File: config.mk
export PLATFORM = sky130hd
export DESIGN_NAME = bitmap_range_write_find_first_top
export DESIGN_NICKNAME = d
export VERILOG_FILES = /design/src/hw/rtl/brwf_pkg.sv /design/src/hw/rtl/brwf_word_unit.sv /design/src/hw/rtl/brwf_store.sv /design/src/hw/rtl/bitmap_range_write_find_first_top.sv
export SDC_FILE = /design/constraint.sdc
export NUM_CORES = 2
export LEC_CHECK = 0
export BUFFER_PORTS_ARGS = -buffer_cell sky130_fd_sc_hd__buf_2
export CORE_UTILIZATION = 50
export DETAILED_ROUTE_END_ITERATION = 6
export PLACE_DENSITY_LB_ADDON = 0.08
export SLEW_MARGIN = 10
export SYNTH_ARGS = -nofsm -noshare
export SYNTH_HDL_FRONTEND = slang
export SYNTH_SLANG_ARGS = --single-unit
File: constraint.sdc
create_clock -name clk -period 10 [get_ports clk]
set_input_delay 1.5 -clock clk [delete_from_list [all_inputs] [get_ports clk]]
set_output_delay 1.5 -clock clk [all_outputs]
set_load 0.02 [all_outputs]
File: src/hw/rtl/brwf_pkg.sv
// Shared constants, codes and types for the bitmap range write and find-first block.
package brwf_pkg;

  localparam int CAP_BITS  = 4096;
  localparam int WORD_BITS = 64;
  localparam int NUM_WORDS = CAP_BITS / WORD_BITS;
  localparam int WADDR_W   = $clog2(NUM_WORDS);
  localparam int BSEL_W    = $clog2(WORD_BITS);
  localparam int IDX_W     = 12;
  localparam int LEN_W     = 13;
  localparam int FUNC_W    = 3;
  localparam int IN_W      = 48;
  localparam int OUT_W     = 32;

  localparam logic [LEN_W-1:0] CAP_LEN = LEN_W'(CAP_BITS);

  typedef enum logic [FUNC_W-1:0] {
    FN_WRITE  = 3'd0,
    FN_TEST   = 3'd1,
    FN_FSET   = 3'd2,
    FN_FCLEAR = 3'd3,
    FN_RESIZE = 3'd4
  } func_t;

  typedef enum logic [1:0] {
    ST_IDLE,
    ST_RD,
    ST_MOD,
    ST_DONE
  } state_t;

  typedef struct packed {
    logic                 rd_en;
    logic                 wr_en;
    logic [WADDR_W-1:0]   addr;
    logic [WORD_BITS-1:0] wr_data;
    logic                 clr_en;
    logic [WADDR_W:0]     clr_from;
  } mem_req_t;

endpackage

File: src/hw/rtl/brwf_word_unit.sv
// Shared word unit: masked range update and first-match search within one word.
module brwf_word_unit (
  input  logic [brwf_pkg::WORD_BITS-1:0] word,
  input  logic [brwf_pkg::BSEL_W-1:0]    lo,
  input  logic [brwf_pkg::BSEL_W-1:0]    hi,
  input  logic                           wval,
  input  logic                           match,
  output logic [brwf_pkg::WORD_BITS-1:0] new_word,
  output logic                           hit,
  output logic [brwf_pkg::BSEL_W-1:0]    pos
);

  localparam logic [brwf_pkg::BSEL_W-1:0] TOP_BIT = brwf_pkg::BSEL_W'(brwf_pkg::WORD_BITS - 1);

  logic [brwf_pkg::WORD_BITS-1:0] mask;
  logic [brwf_pkg::WORD_BITS-1:0] cand;

  assign mask     = ({brwf_pkg::WORD_BITS{1'b1}} << lo) &
                    ({brwf_pkg::WORD_BITS{1'b1}} >> (TOP_BIT - hi));
  assign new_word = wval ? (word | mask) : (word & ~mask);
  assign cand     = (match ? word : ~word) & mask;
  assign hit      = |cand;

  always_comb begin
    pos = '0;
    for (int i = brwf_pkg::WORD_BITS - 1; i >= 0; i--) begin
      if (cand[i]) begin
        pos = brwf_pkg::BSEL_W'(i);
      end
    end
  end

endmodule

File: src/hw/rtl/brwf_store.sv
// Word store with one registered read port, one write port and per-word valid bits.
module brwf_store (
  input  logic                           clk,
  input  logic                           rst,
  input  brwf_pkg::mem_req_t             req,
  output logic [brwf_pkg::WORD_BITS-1:0] rd_word
);

  logic [brwf_pkg::WORD_BITS-1:0] mem [brwf_pkg::NUM_WORDS];
  logic [brwf_pkg::NUM_WORDS-1:0] vld;
  logic [brwf_pkg::WORD_BITS-1:0] rdata;
  logic                           rvld;

  always_ff @(posedge clk) begin
    if (req.wr_en) begin
      mem[req.addr] <= req.wr_data;
    end
    if (req.rd_en) begin
      rdata <= mem[req.addr];
    end
  end

  always_ff @(posedge clk) begin
    if (rst) begin
      vld  <= '0;
      rvld <= 1'b0;
    end else begin
      if (req.clr_en) begin
        for (int i = 0; i < brwf_pkg::NUM_WORDS; i++) begin
          if ((brwf_pkg::WADDR_W + 1)'(i) >= req.clr_from) begin
            vld[i] <= 1'b0;
          end
        end
      end
      if (req.wr_en) begin
        vld[req.addr] <= 1'b1;
      end
      if (req.rd_en) begin
        rvld <= vld[req.addr];
      end
    end
  end

  assign rd_word = rvld ? rdata : '0;

endmodule

File: src/hw/rtl/bitmap_range_write_find_first_top.sv
// Top level: request sequencer around the word store and the shared word unit.
//
//   channel | direction | fields (lowest bit first)
//   s_*     | in        | func, first_index, last_index, write_value, new_length
//   m_*     | out       | bit_value, found, found_index, length_now, error
//
// A range write or search visits its words one at a time, each with a read state and then
// an update or test state, through the one address of the word store; a resize, a refused
// request or a test or search from or past the length goes straight to the done state.
// Reset clears the length and all word valid bits at once; no clearing pass.
// A result waits in the output register while the next item is accepted; that item
// then holds in its last cycle until the waiting result is taken.
module bitmap_range_write_find_first_top (
  input  logic                        clk,
  input  logic                        rst,
  input  logic                        s_tvalid,
  output logic                        s_tready,
  // func[2:0], first_index[14:3], last_index[26:15], write_value[27],
  // new_length[40:28], zero pad
  input  logic [brwf_pkg::IN_W-1:0]   s_tdata,
  output logic                        m_tvalid,
  input  logic                        m_tready,
  // bit_value[0], found[1], found_index[13:2], length_now[26:14], error[27], zero pad
  output logic [brwf_pkg::OUT_W-1:0]  m_tdata
);

  localparam int IW = brwf_pkg::IDX_W;
  localparam int LW = brwf_pkg::LEN_W;
  localparam int AW = brwf_pkg::WADDR_W;
  localparam int BW = brwf_pkg::BSEL_W;

  brwf_pkg::state_t   state, state_next;
  brwf_pkg::mem_req_t req;

  logic [LW-1:0] bit_count, bit_count_next;

  logic [brwf_pkg::FUNC_W-1:0] in_func;
  logic [IW-1:0]               in_first, in_last;
  logic                        in_wval;
  logic [LW-1:0]               in_newlen, first_ext, last_ext, cnt_m1;
  logic [AW:0]                 new_words;
  logic                        accept, dec_err, dec_go, out_free;

  logic [brwf_pkg::FUNC_W-1:0] op;
  logic [AW-1:0]               cur_word, start_word, end_word;
  logic [BW-1:0]               first_bit, last_bit;
  logic                        wval;
  logic                        res_bit, res_found, res_err;
  logic [IW-1:0]               res_idx;

  logic [brwf_pkg::WORD_BITS-1:0] rd_word, new_word;
  logic [BW-1:0]                  u_lo, u_hi, hit_pos;
  logic                           u_match, hit, is_last, is_search, finish;

  assign in_func   = s_tdata[2:0];
  assign in_first  = s_tdata[14:3];
  assign in_last   = s_tdata[26:15];
  assign in_wval   = s_tdata[27];
  assign in_newlen = s_tdata[40:28];

  assign first_ext = LW'(in_first);
  assign last_ext  = LW'(in_last);
  assign cnt_m1    = bit_count - LW'(1);
  assign new_words = (AW + 1)'((LW + 1)'(in_newlen) + (LW + 1)'(brwf_pkg::WORD_BITS - 1)
                     >> BW);

  assign s_tready = (state == brwf_pkg::ST_IDLE);
  assign accept   = s_tvalid && s_tready;
  assign out_free = !m_tvalid || m_tready;

  always_comb begin
    dec_err = 1'b0;
    dec_go  = 1'b0;
    case (in_func)
      brwf_pkg::FN_WRITE: begin
        dec_err = (in_first > in_last) || (last_ext >= brwf_pkg::CAP_LEN);
        dec_go  = !dec_err;
      end
      brwf_pkg::FN_TEST, brwf_pkg::FN_FSET, brwf_pkg::FN_FCLEAR: begin
        dec_err = first_ext >= brwf_pkg::CAP_LEN;
        dec_go  = !dec_err && (first_ext < bit_count);
      end
      brwf_pkg::FN_RESIZE: begin
        dec_err = in_newlen > brwf_pkg::CAP_LEN;
      end
      default: begin
        dec_err = 1'b1;
      end
    endcase
  end

  assign is_search = (op == brwf_pkg::FN_FSET) || (op == brwf_pkg::FN_FCLEAR) ||
                     (op == brwf_pkg::FN_TEST);
  assign is_last   = (cur_word == end_word);
  assign finish    = is_last || ((op != brwf_pkg::FN_WRITE) && hit);
  assign u_lo      = (cur_word == start_word) ? first_bit : '0;
  assign u_hi      = is_last ? last_bit : BW'(brwf_pkg::WORD_BITS - 1);
  assign u_match   = (op != brwf_pkg::FN_FCLEAR);

  brwf_word_unit u_unit (
    .word     (rd_word),
    .lo       (u_lo),
    .hi       (u_hi),
    .wval     (wval),
    .match    (u_match),
    .new_word (new_word),
    .hit      (hit),
    .pos      (hit_pos)
  );

  brwf_store u_store (
    .clk     (clk),
    .rst     (rst),
    .req     (req),
    .rd_word (rd_word)
  );

  always_comb begin
    state_next = state;
    case (state)
      brwf_pkg::ST_IDLE: begin
        if (accept) begin
          state_next = dec_go ? brwf_pkg::ST_RD : brwf_pkg::ST_DONE;
        end
      end
      brwf_pkg::ST_RD: begin
        state_next = brwf_pkg::ST_MOD;
      end
      brwf_pkg::ST_MOD: begin
        state_next = finish ? brwf_pkg::ST_DONE : brwf_pkg::ST_RD;
      end
      brwf_pkg::ST_DONE: begin
        if (out_free) begin
          state_next = brwf_pkg::ST_IDLE;
        end
      end
      default: begin
        state_next = brwf_pkg::ST_IDLE;
      end
    endcase
  end

  always_comb begin
    req            = '0;
    req.addr       = cur_word;
    req.wr_data    = new_word;
    req.clr_from   = new_words;
    bit_count_next = bit_count;
    case (state)
      brwf_pkg::ST_IDLE: begin
        if (accept && !dec_err) begin
          if (in_func == brwf_pkg::FN_WRITE && last_ext >= bit_count) begin
            bit_count_next = last_ext + LW'(1);
          end
          if (in_func == brwf_pkg::FN_RESIZE && in_newlen != bit_count) begin
            bit_count_next = in_newlen;
            req.clr_en     = 1'b1;
          end
        end
      end
      brwf_pkg::ST_RD: begin
        req.rd_en = 1'b1;
      end
      brwf_pkg::ST_MOD: begin
        req.wr_en = (op == brwf_pkg::FN_WRITE);
      end
      default: begin
      end
    endcase
  end

  always_ff @(posedge clk) begin
    if (rst) begin
      state     <= brwf_pkg::ST_IDLE;
      bit_count <= '0;
    end else begin
      state     <= state_next;
      bit_count <= bit_count_next;
    end
  end

  always_ff @(posedge clk) begin
    if (accept) begin
      op         <= in_func;
      wval       <= in_wval;
      first_bit  <= in_first[BW-1:0];
      start_word <= in_first[BW +: AW];
      cur_word   <= in_first[BW +: AW];
      res_bit    <= 1'b0;
      res_found  <= 1'b0;
      res_idx    <= '0;
      res_err    <= dec_err;
      if (in_func == brwf_pkg::FN_WRITE) begin
        end_word <= in_last[BW +: AW];
        last_bit <= in_last[BW-1:0];
      end else if (in_func == brwf_pkg::FN_TEST) begin
        end_word <= in_first[BW +: AW];
        last_bit <= in_first[BW-1:0];
      end else begin
        end_word <= cnt_m1[BW +: AW];
        last_bit <= cnt_m1[BW-1:0];
      end
    end else if (state == brwf_pkg::ST_MOD) begin
      cur_word <= cur_word + AW'(1);
      if (is_search && hit) begin
        if (op == brwf_pkg::FN_TEST) begin
          res_bit <= 1'b1;
        end else begin
          res_found <= 1'b1;
          res_idx   <= {cur_word, hit_pos};
        end
      end
    end
  end

  always_ff @(posedge clk) begin
    if (rst) begin
      m_tvalid <= 1'b0;
    end else if (state == brwf_pkg::ST_DONE && out_free) begin
      m_tvalid <= 1'b1;
    end else if (m_tready) begin
      m_tvalid <= 1'b0;
    end
  end

  always_ff @(posedge clk) begin
    if (state == brwf_pkg::ST_DONE && out_free) begin
      m_tdata <= {4'b0, res_err, bit_count, res_idx, res_found, res_bit};
    end
  end

endmodule

==> reports/metrics.yaml <==
place:
  place_area_sq_mm: 0.169
  gp_congestion: 0.959
  portBuffers: 74
  dpl.hpwl_microns: 295000
  dp_cells: 13400
synthesis:
  ys_seq_area_share_pct: 79.6
  synth_edf_count: 4223
  syn_area_per_cell_sq_um: 17.3
  synthTopCellsByArea: "edfxtp_1 78%, a22oi_1 6.5%, a221oi_1 1.8%"
  synth_simple_gate_area_share_pct: 3.14
  synth_cells: 9343
  netlist.area_leader.share_pct: 78.5
  synth_compound_area_share_pct: 14.2
  synthDistinctLibCells: 95
  synthAdderAreaFrac_pct: 0.294
  synth_top_cell_by_area: "edfxtp_1"
  synth_area_sq_mm: 0.162
  synth-main-ff-cell: "edfxtp_1"
  yosys_register_bits: 4318
  yosys-top-cells-count: "4223 x edfxtp_1, 1405 x a22oi_1, 499 x clkbuf_1, 341 x a221oi_1, 340 x a22o_1"
  synth_async_sr_flop_share_pct: 0
  synth_xor_area_share_pct: 0.663
  ys_warn_count: 0
  yosysMostFrequentCell: "edfxtp_1"
  muxShareOfSynthArea_pct: 0.307
  synth_top_family_by_area: "compound AO/OA/AOI/OAI gates"
timing:
  tns_ps: 0
  fmax_mhz: 178
  finClkSkew_ps: 85.9
  tightest_slew_ps: 1300
  finalCritPeriodShare_pct: 56.3
  finalSetupViolCount: 0
  rsz0062_at_grt: "false"
  fin_crit_ps: 5630
  hold_viol: 0
  finalMaxSlewViolations: 0
  maxSlewHeadroom_pct: 12.3
floorplanning:
  die_height_microns: 571
  die_w_microns: 571
  io_pins: 86
  initial_utilization_pct: 50.3
  num_rows: 208
  design.die.area_sq_mm: 0.326
  core-area_sq_mm: 0.321
global_route:
  grt.total_usage_pct: 35.0
  grt_pass1_wl_microns: 781000
  grt_max_degree: 105
  antenna_found_initial: 32
  gr-total-overflow: 0
  grt_pass1_vias: 93700
routing:
  firstDrtPassIters: 7
  vias_per_cell: 6.96
  antenna_left: 0
  drcViolationCount: 1
  routedWlPerCell_microns: 40.8
  drt_iter0_markers: 14400
  num_vias: 98800
  wl_microns: 579000
clock_network:
  root_buffer: "clkbuf_16"
  ctsResizeCount: 0
  clock_sinks: 4318
  cts_tree: "built"
  cts_setup_buffers: 0
  htree_levels: 5
  cts_buffers: 435
  clk_pin_slew_worst_paths_ps: 60
  hold_buffers: 0
  cts.path.max_buffers: 4
  worst_skew_pair.late_latency_ps: 1000
power:
  power_frac_comb_pct: 13.7
  internal-power_mw: 30.8
  p_clk_share_pct: 37.8
  p_sw_mw: 11.2
  leakagePower_nw: 55.7
  power.density_mw_per_mm2: 230
  switching_share_pct: 26.7
  pwr-share-seq_pct: 48.5
  ir_drop_uv: 190
setup_path:
  crit_required_ps: 10890
  worstPathMaxFanout: 21
  cp-end-kind: "register"
  worstSetupPathType: "register to register"
  worstPathArrival_ps: 6520
  worstSetupStartpointType: "register"
final_layout:
  fill_cells: 24500
  final_nets: 9611
  fin_cells: 14200
  drive_gt1_share_pct: 12.1
  fin_area_sq_mm: 0.183
  syn_to_final_growth_pct: 13.0
job:
  maxCapViolCount: 0
hold_path:
  hold_class: "register to register"
status:
  violations: "design-rule violations"
  run_status: "finished with violations"
-- final cells by class --
cell class	instances	area [sq um]	area share (%)
well taps	4305	5390	2.95
flip-flops and latches	4318	129000	70.5
inverters	81	484	0.265
clock inverters	273	2530	1.39
clock buffers	520	11300	6.17
multi-input cells	4301	31100	17.0
repair buffers	384	3150	1.72
diodes	10	25.0	0.0137
-- registers in the layout (all words and copies together), names as in the netlist, 2 cells and up --
name / cells
u_store.mem: 4096
op: 3
first_bit: 6
state: 2
last_bit: 6
bit_count: 13
res_idx: 12
u_store.vld: 64
u_store.rdata: 64
m_tdata: 28
cur_word: 6
start_word: 6
end_word: 6
-- metal layers --
metal	routed length [microns]	track usage, %	vias to the layer above
li1	-	-	39600
met4	28200	14.9	26
met5	160	0	-
met3	57500	6.43	1209
met2	271000	55.6	6185
met1	222000	47.5	51800
-- placed cells by master (no fill, tap or decap), types with 41 or more instances in the layout --
cell type  synthesis  final
edfxtp_1        4223   4223
a22oi_1         1405   1405
clkbuf_16          0    438
a221oi_1         341    341
a22o_1           340    340
a31oi_1          314    314
a21oi_1          299    299
buf_4              7    274
nand2_1          227    225
nand4_1          172    172
nand3_1          161    160
nor2_1           188    157
clkinv_1           0    114
xnor2_1          100    100
dfxtp_1           95     94
o21ai_0          123     83
clkinv_2           0     83
clkbuf_1         499     82
buf_2             16     74
nor4_1            61     60
a41oi_1           55     55
inv_1             81     44
inv_6              0     41
-- critical path, stage by stage (launching register included) --
cell      delay [ps]
edfxtp_1         960
xnor2_2          210
and4_1           280
buf_4            370
nand3_1          660
o211ai_1         750
o22ai_1          170
a311oi_2         700
nand4_2          330
o31ai_4          770
nand2_1          150
a21oi_1          170
-- power groups by stage --
stage          Sequential, mW  Clock, mW  Combinational (mW)
2_1_floorplan            20.8          0                3.13
3_3_place_gp             20.8          0                5.62
3_5_place_dp             20.8          0                5.64
4_1_cts                  20.4       16.0                5.66
5_1_grt                  20.4       16.7                5.98
6_report                 20.4       15.9                5.76
-- logic make-up (layout without fill, tap and decap cells) --
kind of cell / Yosys count / in the layout
adder cells (fa/ha/maj): 38 / 38
other: 1 / 14
flip-flops: 4318 / 4318
multiplexers: 49 / 49
AND/OR/NAND/NOR: 991 / 991
AO/OA/AOI/OAI: 3100 / 3100
XOR/XNOR: 119 / 119
buffers and inverters: 727 / 1258
-- through the flow --
stage	power [mW]	hold WS, ps	setup slack [ps]	util (%)
floorplan	23.9	400	4550	-
global placement	26.4	461	4630	52.5
detailed placement	26.4	455	4550	52.5
CTS	42.1	468	4520	56.8
global route	43.1	478	4310	56.8
finish	42.1	476	4370	56.8
-- worst paths after layout --
path                    startpoint                       to  slack [ps]  depth (start not counted)
max reg2reg  cur_word[2]$_DFFE_PP_  res_idx[4]$_SDFFE_PP0P_        4370                         11
min reg2reg      res_err$_DFFE_PP_    m_tdata[27]$_DFFE_PP_         480                          0
max          cur_word[2]$_DFFE_PP_  res_idx[4]$_SDFFE_PP0P_        4370                         11
min              res_err$_DFFE_PP_    m_tdata[27]$_DFFE_PP_         480                          0
(Power assumes the default switching activity.)
